$ cat src/design/kss_pkg.sv
// ----------------------------------------------------------------------------
// kss_pkg: shared types and codes for the KMP substring search block
// Transfer payloads on both channels, command codes and the decoded queue
// entry that passes from the front end to the search engine.
// ----------------------------------------------------------------------------
package kss_pkg;

    // Command codes carried in the request cmd field
    localparam logic [1:0] CMD_APPEND = 2'd0;
    localparam logic [1:0] CMD_START  = 2'd1;
    localparam logic [1:0] CMD_TEXT   = 2'd2;
    localparam logic [1:0] CMD_CLEAR  = 2'd3;

    // Request transfer payload
    typedef struct packed {
        logic [1:0] cmd;
        logic [7:0] data_byte;
        logic       last;
    } kss_req_t;

    // Response transfer payload
    typedef struct packed {
        logic        found;
        logic [15:0] position;
    } kss_rsp_t;

    // Decoded operation held in the front-end queue (kind bits are one-hot)
    typedef struct packed {
        logic       append;
        logic       start;
        logic       text;
        logic       clear;
        logic [7:0] data_byte;
        logic       last;
    } kss_op_t;

endpackage

$ cat src/design/kss_front.sv
// ----------------------------------------------------------------------------
// kss_front: request decode and two-entry command queue
// Accepts request transfers, decodes the command into a one-hot operation
// and queues it so the engine and the requester stall independently.
// ----------------------------------------------------------------------------
module kss_front
    import kss_pkg::*;
(
    input  logic     clk,
    input  logic     rst_n,
    input  logic     req_valid,
    output logic     req_stall,
    input  kss_req_t req,
    output logic     q_valid,
    output kss_op_t  q_op,
    input  logic     q_pop
);

    kss_op_t    entry_reg [2];
    logic       wr_ptr_reg;
    logic       wr_ptr_next;
    logic       rd_ptr_reg;
    logic       rd_ptr_next;
    logic [1:0] count_reg;
    logic [1:0] count_next;
    logic       push;
    kss_op_t    op_dec;

    // Command decode; last only matters for text bytes
    always_comb
    begin
        op_dec           = '0;
        op_dec.data_byte = req.data_byte;
        unique case (req.cmd)
            CMD_APPEND: op_dec.append = 1'b1;
            CMD_START:  op_dec.start  = 1'b1;
            CMD_TEXT:
            begin
                op_dec.text = 1'b1;
                op_dec.last = req.last;
            end
            CMD_CLEAR:  op_dec.clear  = 1'b1;
        endcase
    end

    // Queue control
    assign req_stall = (count_reg == 2'd2);
    assign push      = req_valid && !req_stall;
    assign q_valid   = (count_reg != 2'd0);
    assign q_op      = entry_reg[rd_ptr_reg];

    always_comb
    begin
        wr_ptr_next = push ? !wr_ptr_reg : wr_ptr_reg;
        rd_ptr_next = q_pop ? !rd_ptr_reg : rd_ptr_reg;
        count_next  = count_reg + {1'b0, push} - {1'b0, q_pop};
    end

    always_ff @(posedge clk or negedge rst_n)
    begin
        if (!rst_n)
        begin
            wr_ptr_reg <= 1'b0;
            rd_ptr_reg <= 1'b0;
            count_reg  <= 2'd0;
        end
        else
        begin
            wr_ptr_reg <= wr_ptr_next;
            rd_ptr_reg <= rd_ptr_next;
            count_reg  <= count_next;
        end
    end

    // Queue storage, payload only
    always_ff @(posedge clk)
    begin
        if (push)
        begin
            entry_reg[wr_ptr_reg] <= op_dec;
        end
    end

endmodule

$ cat src/design/kss_engine.sv
// ----------------------------------------------------------------------------
// kss_engine: pattern store, failure table and KMP sequencer
// Executes queued operations: appends pattern bytes, builds the failure table
// on start, steps the match per text byte and drives the response register.
// ----------------------------------------------------------------------------
module kss_engine
    import kss_pkg::*;
#(
    parameter int              PATTERN_MAX = 64,
    parameter longint unsigned TEXT_MAX    = 65536
)
(
    input  logic     clk,
    input  logic     rst_n,
    input  logic     q_valid,
    input  kss_op_t  q_op,
    output logic     q_pop,
    output logic     rsp_valid,
    input  logic     rsp_stall,
    output kss_rsp_t rsp
);

    localparam int IDX_W  = (PATTERN_MAX > 1) ? $clog2(PATTERN_MAX) : 1;
    localparam int PLEN_W = $clog2(PATTERN_MAX + 1);
    localparam int TI_W   = $clog2(TEXT_MAX);
    localparam logic [TI_W-1:0]   TI_LAST   = TI_W'(TEXT_MAX - 1);
    localparam logic [PLEN_W-1:0] PLEN_FULL = PLEN_W'(PATTERN_MAX);

    // Sequencer states
    localparam logic [1:0] ST_IDLE = 2'd0;
    localparam logic [1:0] ST_BRD  = 2'd1;
    localparam logic [1:0] ST_BCMP = 2'd2;
    localparam logic [1:0] ST_TCMP = 2'd3;

    logic [1:0]        state_reg,  state_next;
    logic [PLEN_W-1:0] plen_reg,   plen_next;
    logic [PLEN_W-1:0] match_reg,  match_next;
    logic [TI_W-1:0]   tidx_reg,   tidx_next;
    logic              done_reg,   done_next;
    logic              rsp_valid_reg, rsp_valid_next;
    logic [PLEN_W-1:0] i_reg,      i_next;
    logic [PLEN_W-1:0] k_reg,      k_next;
    logic [TI_W-1:0]   idx_reg,    idx_next;
    logic [7:0]        char_reg,   char_next;
    logic              last_reg,   last_next;
    kss_rsp_t          rsp_reg,    rsp_next;

    // Memories and their ports
    logic [7:0]       pat_mem  [PATTERN_MAX];
    logic [IDX_W-1:0] fail_mem [PATTERN_MAX];
    logic             pat_we;
    logic [IDX_W-1:0] pat_waddr;
    logic             fail_we;
    logic [IDX_W-1:0] fail_waddr;
    logic [IDX_W-1:0] fail_wdata;
    logic [IDX_W-1:0] pa_addr;
    logic [IDX_W-1:0] rd_addr;
    logic [7:0]       pa_q;
    logic [7:0]       pb_q;
    logic [IDX_W-1:0] fail_q;

    logic              rsp_load;
    logic              eq;
    logic [PLEN_W-1:0] k_step;
    logic [PLEN_W-1:0] j_start;
    logic [PLEN_W:0]   i_plus1;

    assign pa_addr   = i_reg[IDX_W-1:0];
    assign rsp_valid = rsp_valid_reg;
    assign rsp       = rsp_reg;

    // Text ops start only with the response register empty
    assign q_pop = (state_reg == ST_IDLE) && q_valid && (!q_op.text || !rsp_valid_reg);

    // Sequencer
    always_comb
    begin
        state_next     = state_reg;
        plen_next      = plen_reg;
        match_next     = match_reg;
        tidx_next      = tidx_reg;
        done_next      = done_reg;
        i_next         = i_reg;
        k_next         = k_reg;
        idx_next       = idx_reg;
        char_next      = char_reg;
        last_next      = last_reg;
        rsp_next       = rsp_reg;
        rsp_load       = 1'b0;
        pat_we         = 1'b0;
        pat_waddr      = plen_reg[IDX_W-1:0];
        fail_we        = 1'b0;
        fail_waddr     = IDX_W'(i_reg + 1'b1);
        fail_wdata     = '0;
        rd_addr        = k_reg[IDX_W-1:0];
        j_start        = (match_reg >= plen_reg) ? '0 : match_reg;
        i_plus1        = {1'b0, i_reg} + 1'b1;
        eq             = 1'b0;
        k_step         = '0;

        unique case (state_reg)
            ST_IDLE:
            begin
                if (q_pop)
                begin
                    priority if (q_op.append)
                    begin
                        if (plen_reg < PLEN_FULL)
                        begin
                            pat_we    = 1'b1;
                            plen_next = plen_reg + 1'b1;
                        end
                        done_next = 1'b1;
                    end
                    else if (q_op.start)
                    begin
                        match_next = '0;
                        tidx_next  = '0;
                        done_next  = 1'b0;
                        if (plen_reg >= PLEN_W'(2))
                        begin
                            // border of a single byte is empty
                            fail_we    = 1'b1;
                            fail_waddr = IDX_W'(1);
                            fail_wdata = '0;
                            i_next     = PLEN_W'(1);
                            k_next     = '0;
                            state_next = ST_BRD;
                        end
                    end
                    else if (q_op.clear)
                    begin
                        plen_next  = '0;
                        match_next = '0;
                        done_next  = 1'b1;
                    end
                    else
                    begin
                        if (!done_reg)
                        begin
                            // text byte of a live search
                            idx_next = tidx_reg;
                            if (tidx_reg != TI_LAST)
                            begin
                                tidx_next = tidx_reg + 1'b1;
                            end
                            if (plen_reg == '0)
                            begin
                                done_next         = 1'b1;
                                rsp_load          = 1'b1;
                                rsp_next.found    = 1'b1;
                                rsp_next.position = '0;
                            end
                            else
                            begin
                                k_next     = j_start;
                                rd_addr    = j_start[IDX_W-1:0];
                                char_next  = q_op.data_byte;
                                last_next  = q_op.last;
                                state_next = ST_TCMP;
                            end
                        end
                    end
                end
            end

            ST_BRD:
            begin
                // read pattern[i], pattern[k] and failure[k]
                if (i_plus1 >= {1'b0, plen_reg})
                begin
                    state_next = ST_IDLE;
                end
                else
                begin
                    state_next = ST_BCMP;
                end
            end

            ST_BCMP:
            begin
                eq = (pa_q == pb_q);
                if ((k_reg != '0) && !eq)
                begin
                    // fall back along the failure link
                    k_next  = PLEN_W'(fail_q);
                    rd_addr = fail_q;
                end
                else
                begin
                    k_step     = k_reg + PLEN_W'(eq);
                    fail_we    = 1'b1;
                    fail_wdata = k_step[IDX_W-1:0];
                    k_next     = k_step;
                    i_next     = i_reg + 1'b1;
                    state_next = ST_BRD;
                end
            end

            ST_TCMP:
            begin
                eq = (pb_q == char_reg);
                if ((k_reg != '0) && !eq)
                begin
                    k_next  = PLEN_W'(fail_q);
                    rd_addr = fail_q;
                end
                else
                begin
                    k_step     = k_reg + PLEN_W'(eq);
                    match_next = k_step;
                    state_next = ST_IDLE;
                    if (k_step == plen_reg)
                    begin
                        done_next         = 1'b1;
                        rsp_load          = 1'b1;
                        rsp_next.found    = 1'b1;
                        rsp_next.position = 16'(idx_reg) + 16'd1 - 16'(plen_reg);
                    end
                    else if (last_reg)
                    begin
                        done_next         = 1'b1;
                        rsp_load          = 1'b1;
                        rsp_next.found    = 1'b0;
                        rsp_next.position = '0;
                    end
                end
            end
        endcase

        // Response register: load wins, a completed transfer empties it
        if (rsp_load)
        begin
            rsp_valid_next = 1'b1;
        end
        else if (rsp_valid_reg && !rsp_stall)
        begin
            rsp_valid_next = 1'b0;
        end
        else
        begin
            rsp_valid_next = rsp_valid_reg;
        end
    end

    // Control state
    always_ff @(posedge clk or negedge rst_n)
    begin
        if (!rst_n)
        begin
            state_reg     <= ST_IDLE;
            plen_reg      <= '0;
            match_reg     <= '0;
            tidx_reg      <= '0;
            done_reg      <= 1'b0;
            rsp_valid_reg <= 1'b0;
        end
        else
        begin
            state_reg     <= state_next;
            plen_reg      <= plen_next;
            match_reg     <= match_next;
            tidx_reg      <= tidx_next;
            done_reg      <= done_next;
            rsp_valid_reg <= rsp_valid_next;
        end
    end

    // Working registers and response payload
    always_ff @(posedge clk)
    begin
        i_reg    <= i_next;
        k_reg    <= k_next;
        idx_reg  <= idx_next;
        char_reg <= char_next;
        last_reg <= last_next;
        rsp_reg  <= rsp_next;
    end

    // Pattern store (two read ports) and failure table, registered reads
    always_ff @(posedge clk)
    begin
        if (pat_we)
        begin
            pat_mem[pat_waddr] <= q_op.data_byte;
        end
        if (fail_we)
        begin
            fail_mem[fail_waddr] <= fail_wdata;
        end
        pa_q   <= pat_mem[pa_addr];
        pb_q   <= pat_mem[rd_addr];
        fail_q <= fail_mem[rd_addr];
    end

    // Checks
    a_tcmp_rsp_free: assert property (@(posedge clk) disable iff (!rst_n)
        state_reg == ST_TCMP |-> !rsp_valid_reg)
        else $error("search step running while response register is full");

    a_load_when_free: assert property (@(posedge clk) disable iff (!rst_n)
        rsp_load |-> !rsp_valid_reg)
        else $error("response overwritten before transfer");

    a_plen_bound: assert property (@(posedge clk) disable iff (!rst_n)
        plen_reg <= PLEN_FULL)
        else $error("pattern length beyond store depth");

    a_border_bound: assert property (@(posedge clk) disable iff (!rst_n)
        state_reg == ST_BCMP |-> k_reg <= i_reg)
        else $error("border length not below prefix length");

    a_progress_bound: assert property (@(posedge clk) disable iff (!rst_n)
        state_reg == ST_TCMP |-> k_reg < plen_reg)
        else $error("match progress outside pattern");

endmodule

$ cat src/design/kmp_substring_search_top.sv
// ----------------------------------------------------------------------------
// kmp_substring_search_top: streaming first-match substring search (KMP)
// Request channel carries commands and bytes; response channel carries the
// single search outcome.
// ----------------------------------------------------------------------------
// Usage: send append transfers (cmd 0) to load pattern bytes, then a start
// transfer (cmd 1), then text bytes (cmd 2) with last set on the final one.
// Clear (cmd 3) empties the pattern. Appending or clearing ends a search.
// One response follows the first full match (found=1, start position) or
// the last text byte without a match (found=0); later text is dropped.
// Requests pass a two-entry queue, so the requester keeps sending, until it
// fills, while the engine works or a response waits. The engine pops the
// next operation only when idle. A text byte goes from idle to a compare state
// that repeats per fallback and loads the response on a match or last byte.
// Start builds the failure table: a read and a compare state per pattern
// byte plus fallbacks, paced by registered pattern and failure table reads.
// While a response is held by a stalling receiver, the next text byte waits
// at the head of the queue; commands ahead of it carry on, those behind it
// wait too. Reset empties the queue and the response register and sets the
// pattern length to zero; the pattern store and failure table hold no reset
// value and need no clearing pass.
// ----------------------------------------------------------------------------
module kmp_substring_search_top
    import kss_pkg::*;
#(
    parameter int              PATTERN_MAX = 64,
    parameter longint unsigned TEXT_MAX    = 65536
)
(
    input  logic     clk,
    input  logic     rst_n,
    input  logic     req_valid,
    output logic     req_stall,
    input  kss_req_t req,
    output logic     rsp_valid,
    input  logic     rsp_stall,
    output kss_rsp_t rsp
);

    logic    q_valid;
    kss_op_t q_op;
    logic    q_pop;

    // Front end: decode and queue
    kss_front u_front (
        .clk       (clk),
        .rst_n     (rst_n),
        .req_valid (req_valid),
        .req_stall (req_stall),
        .req       (req),
        .q_valid   (q_valid),
        .q_op      (q_op),
        .q_pop     (q_pop)
    );

    // Back end: pattern memories and search sequencer
    kss_engine #(
        .PATTERN_MAX (PATTERN_MAX),
        .TEXT_MAX    (TEXT_MAX)
    ) u_engine (
        .clk       (clk),
        .rst_n     (rst_n),
        .q_valid   (q_valid),
        .q_op      (q_op),
        .q_pop     (q_pop),
        .rsp_valid (rsp_valid),
        .rsp_stall (rsp_stall),
        .rsp       (rsp)
    );

endmodule
$ cat config.mk
export PLATFORM = sky130hd
export DESIGN_NAME = kmp_substring_search_top
export DESIGN_NICKNAME = d
export VERILOG_FILES = /design/src/design/kss_pkg.sv /design/src/design/kss_front.sv /design/src/design/kss_engine.sv /design/src/design/kmp_substring_search_top.sv
export SDC_FILE = /design/constraint.sdc
export NUM_CORES = 2
export LEC_CHECK = 0
export BUFFER_PORTS_ARGS = -buffer_cell sky130_fd_sc_hd__buf_2
export CAP_MARGIN = 20
export CORE_UTILIZATION = 40
export DETAILED_ROUTE_END_ITERATION = 7
export PLACE_DENSITY = 0.56
export SLEW_MARGIN = 25
export SYNTH_ARGS = -nofsm -noshare
export SYNTH_HDL_FRONTEND = slang
export SYNTH_SLANG_ARGS = --single-unit
$ cat constraint.sdc
create_clock -name clk -period 5 [get_ports clk]
set_input_delay 0.75 -clock clk [delete_from_list [all_inputs] [get_ports clk]]
set_output_delay 0.75 -clock clk [all_outputs]
set_load 0.03 [all_outputs]
==> insert_results.sql <==
INSERT INTO impl_metrics (metric_group, metric, value, unit) VALUES
('synthesis', 'synth.cell_area', '46800', 'um^2'),
('timing', 'min_period', '4.60', 'ns'),
('detailed_routing', 'vias_per_cell', '5.95', ''),
('synthesis', 'synth.largest_area_cell', 'edfxtp_1', ''),
('run_status', 'status', 'completed', ''),
('synthesis', 'netlist_instances', '3504', ''),
('floorplan', 'fp.dieArea', '118000', 'um^2'),
('synthesis', 'number_of_enable_type_register_cells_in_the_synthesized_netlist', '978', ''),
('synthesis', 'synth_top_cells_by_count', 'edfxtp_1, nand2_1, mux2i_1', ''),
('worst_setup_path', 'r2r_setup_slack', '0.40', 'ns'),
('power', 'leakagePower', '19.0', 'nW'),
('worst_setup_path', 'worst_r2r_path_depth', '16', ''),
('floorplan', 'die_height', '344', 'um'),
('synthesis', 'largest_family_of_logic_cells_by_synthesized_area', 'simple AND/OR/NAND/NOR gates', ''),
('floorplan', 'ports', '34', ''),
('finish', 'number_of_flip_flops_in_the_largest_register', '512', ''),
('synthesis', 'synth_async_sr_flop_share', '0.0366', ''),
('worst_setup_path', 'crit_required', '5.59', 'ns'),
('global_route', 'globalRouteOverflowTotal', '0', ''),
('synthesis', 'synth_nets', '3570', ''),
('timing', 'worst_slew_pin_slew', '1.10', 'ns'),
('timing', 'finalSetupTns', '0', 'ns'),
('synthesis', 'synth_top_flop_cell', 'edfxtp_1', ''),
('floorplan', 'floorplan.die.width', '344', 'um'),
('timing', 'total_of_endpoints_with_negative_setup_slack_in_the_final_report', '0', ''),
('clock_tree', 'clkLatencyLatePin', '0.71', 'ns'),
('timing', 'report.final.slew_viol_count', '0', ''),
('power', 'report.power.total', '0.0357', 'W'),
('synthesis', 'synth.top_cell.area_share', '0.628', ''),
('clock_tree', 'h-tree-depth', '3', ''),
('global_route', 'grt_first_pass_wirelength', '209000', 'um'),
('detailed_routing', 'drt.antenna.violating_nets', '0', ''),
('clock_tree', 'clk_pin_slew', '0.06', 'ns'),
('worst_setup_path', 'critical_path_capture_point_type', 'flip-flop', ''),
('timing', 'final_hold_viol_count', '0', ''),
('synthesis', 'synth_adder_area_share', '0.0138', ''),
('global_route', 'grtUsageTotal', '0.241', ''),
('placement', 'dp_hpwl', '95300', 'um'),
('global_route', 'groute.layer.met2.usage', '0.375', ''),
('worst_setup_path', 'worst-setup-path-type', 'flip-flop to flip-flop', ''),
('detailed_routing', 'detailroute.via_count', '31100', ''),
('worst_setup_path', 'timing.rr.start', 'u_engine.match_reg[0]$_DFFE_PN0P_', ''),
('detailed_routing', 'drcViolationCount', '0', ''),
('power', 'max-vdd-ir-drop', '0.000537', 'V'),
('global_route', 'grt_start_max_net_pins', '105', ''),
('clock_tree', 'cts_hold_repair.buffers', '0', ''),
('detailed_routing', 'routed_wirelength', '144000', 'um'),
('synthesis', 'simple_gate_share_of_the_synthesized_area', '0.109', ''),
('placement', 'finalWeightedCongestion', '0.928', ''),
('synthesis', 'netlist_top_cells_area', 'edfxtp_1, mux2i_1, nand2_1', ''),
('power', 'power_density', '671', 'nW/um^2'),
('worst_setup_path', 'critPathMaxFanout', '15', ''),
('worst_hold_path', 'holdCritPathClass', 'input pin to async pin', ''),
('synthesis', 'postSynthRegisterBits', '1038', ''),
('clock_tree', 'clock_sinks', '1038', ''),
('timing', 'grt_setup_unrepaired', 'false', ''),
('synthesis', 'post-synth-top-count-cell', 'edfxtp_1', ''),
('clock_tree', 'cts_setup_buffers', '0', ''),
('global_route', 'globalRouteMet1Util', '0.344', ''),
('detailed_routing', 'dr.first_iter.drc_count', '3966', ''),
('clock_tree', 'cts.path.max_buffers', '3', ''),
('detailed_routing', 'wl_per_cell', '27.5', 'um'),
('placement', 'placement.io_buffers', '33', ''),
('synthesis', 'synthesis.area_per_instance', '13.4', 'um^2'),
('timing', 'slew_headroom', '0.267', ''),
('clock_tree', 'cts_repair_resize_count', '0', ''),
('global_route', 'grt.met3_usage', '0.0365', ''),
('finish', 'drive_gt1_frac', '0.134', ''),
('worst_setup_path', 'setup.worst_path.start_class', 'flip-flop', ''),
('floorplan', 'core-area', '116000', 'um^2'),
('global_route', 'grt_antenna_before_repair', '4', '');
## layer usage
layer / share of wire / wire [um]
met3: 0.081 / 11600
met1: 0.43 / 61500
met5: 0 / 0
met2: 0.46 / 65900
met4: 0.035 / 5050
## metrics by stage
stage / setup WS (ns) / std cells / hold WS, ns / util / area [um^2]
3_3_place_gp: 0.454 / 5033 / 0.476 / 0.428 / 49700
5_1_grt: 0.173 / 5233 / 0.219 / 0.458 / 53200
4_1_cts: 0.409 / 5233 / 0.189 / 0.458 / 53200
2_1_floorplan: 1.05 / 3504 / 0.454 / - / 46800
6_report: 0.396 / 5234 / 0.189 / 0.458 / 53200
3_5_place_dp: 0.442 / 5033 / 0.477 / 0.428 / 49700
## worst max-delay path, cell delays in order (launching register included)
cell and delay [ns]:
dfrtp_1 0.47, inv_1 0.09, ha_1 0.28, nand2b_1 0.14
a31oi_1 0.23, o21ai_0 0.13, buf_4 0.18, a2111oi_1 0.43
buf_4 0.20, a211o_1 0.45, nor3_2 0.12, nand2_1 0.13
buf_4 0.35, o22ai_1 0.11, o21ai_1 0.38, nand2_1 0.23
or4_1 0.56
## how the worst max path moves through the flow
stage	slack [ns]	endpoint	from
2_1_floorplan	1.05	u_engine.rsp[0]$_SDFFCE_PN0P_	u_engine.char_reg[7]$_DFFE_PP_
3_3_place_gp	0.45	u_engine.fail_q[2]$_DFF_P_	u_engine.match_reg[0]$_DFFE_PN0P_
3_5_place_dp	0.44	u_engine.pb_q[5]$_DFF_P_	u_engine.match_reg[0]$_DFFE_PN0P_
4_1_cts	0.41	u_engine.pb_q[5]$_DFF_P_	u_engine.match_reg[0]$_DFFE_PN0P_
5_1_grt	0.17	u_engine.pb_q[5]$_DFF_P_	u_engine.match_reg[0]$_DFFE_PN0P_
6_report	0.40	u_engine.pb_q[5]$_DFF_P_	u_engine.match_reg[0]$_DFFE_PN0P_
## cell type report
class	count	area, um^2
fillers	10400	62900
flip-flops and latches	1038	30800
multi-input cells	2220	15000
clock buffers	139	2900
well taps	1524	1910
repair buffers	210	1820
clock inverters	61	587
inverters	41	154
diodes	1	2.50
## power breakdown
part / leakage (nW) / switching [W] / internal, W
combinational: 7.69 / 0.0113 / 0.00540
sequential: 9.62 / 0.000411 / 0.0106
clock: 1.69 / 0.00339 / 0.00461
total: 19.0 / 0.0151 / 0.0206
## layout by cell type, fill, tap and decap left out, types with 12 or more instances in the layout
cell type / netlist / layout
edfxtp_1: 978 / 978
nand2_1: 519 / 518
mux2i_1: 318 / 318
nor2_1: 272 / 263
nand3_1: 181 / 181
buf_4: 9 / 151
o21ai_0: 124 / 124
clkbuf_16: 0 / 111
a21oi_1: 91 / 89
o22ai_1: 83 / 83
mux4_2: 74 / 74
ha_1: 50 / 50
nand4_1: 45 / 45
inv_1: 40 / 40
xor2_1: 40 / 40
dfrtp_1: 38 / 38
o221ai_1: 35 / 35
xnor2_1: 33 / 33
buf_2: 55 / 33
o21ai_1: 29 / 28
a221oi_1: 27 / 27
clkbuf_1: 104 / 26
buf_12: 0 / 26
a32oi_1: 25 / 25
a31oi_1: 24 / 24
nor3_1: 26 / 23
dfxtp_1: 22 / 22
clkinv_1: 1 / 20
and3_1: 19 / 19
clkinv_2: 0 / 19
or4_1: 15 / 15
a22oi_1: 14 / 14
and2_1: 16 / 13
a21o_1: 13 / 13
or3_1: 13 / 13
mux2_2: 12 / 12
a32o_1: 12 / 12
## cells by family after synthesis
kind of cell,count (synthesis)
adders and majority gates,51
muxes,405
xor gates and xnor gates,73
buffers and inverters,246
and+or+nand+nor,1154
AOI/OAI and AO/OA,537
DFF,1038
(Power assumes the default switching activity.)
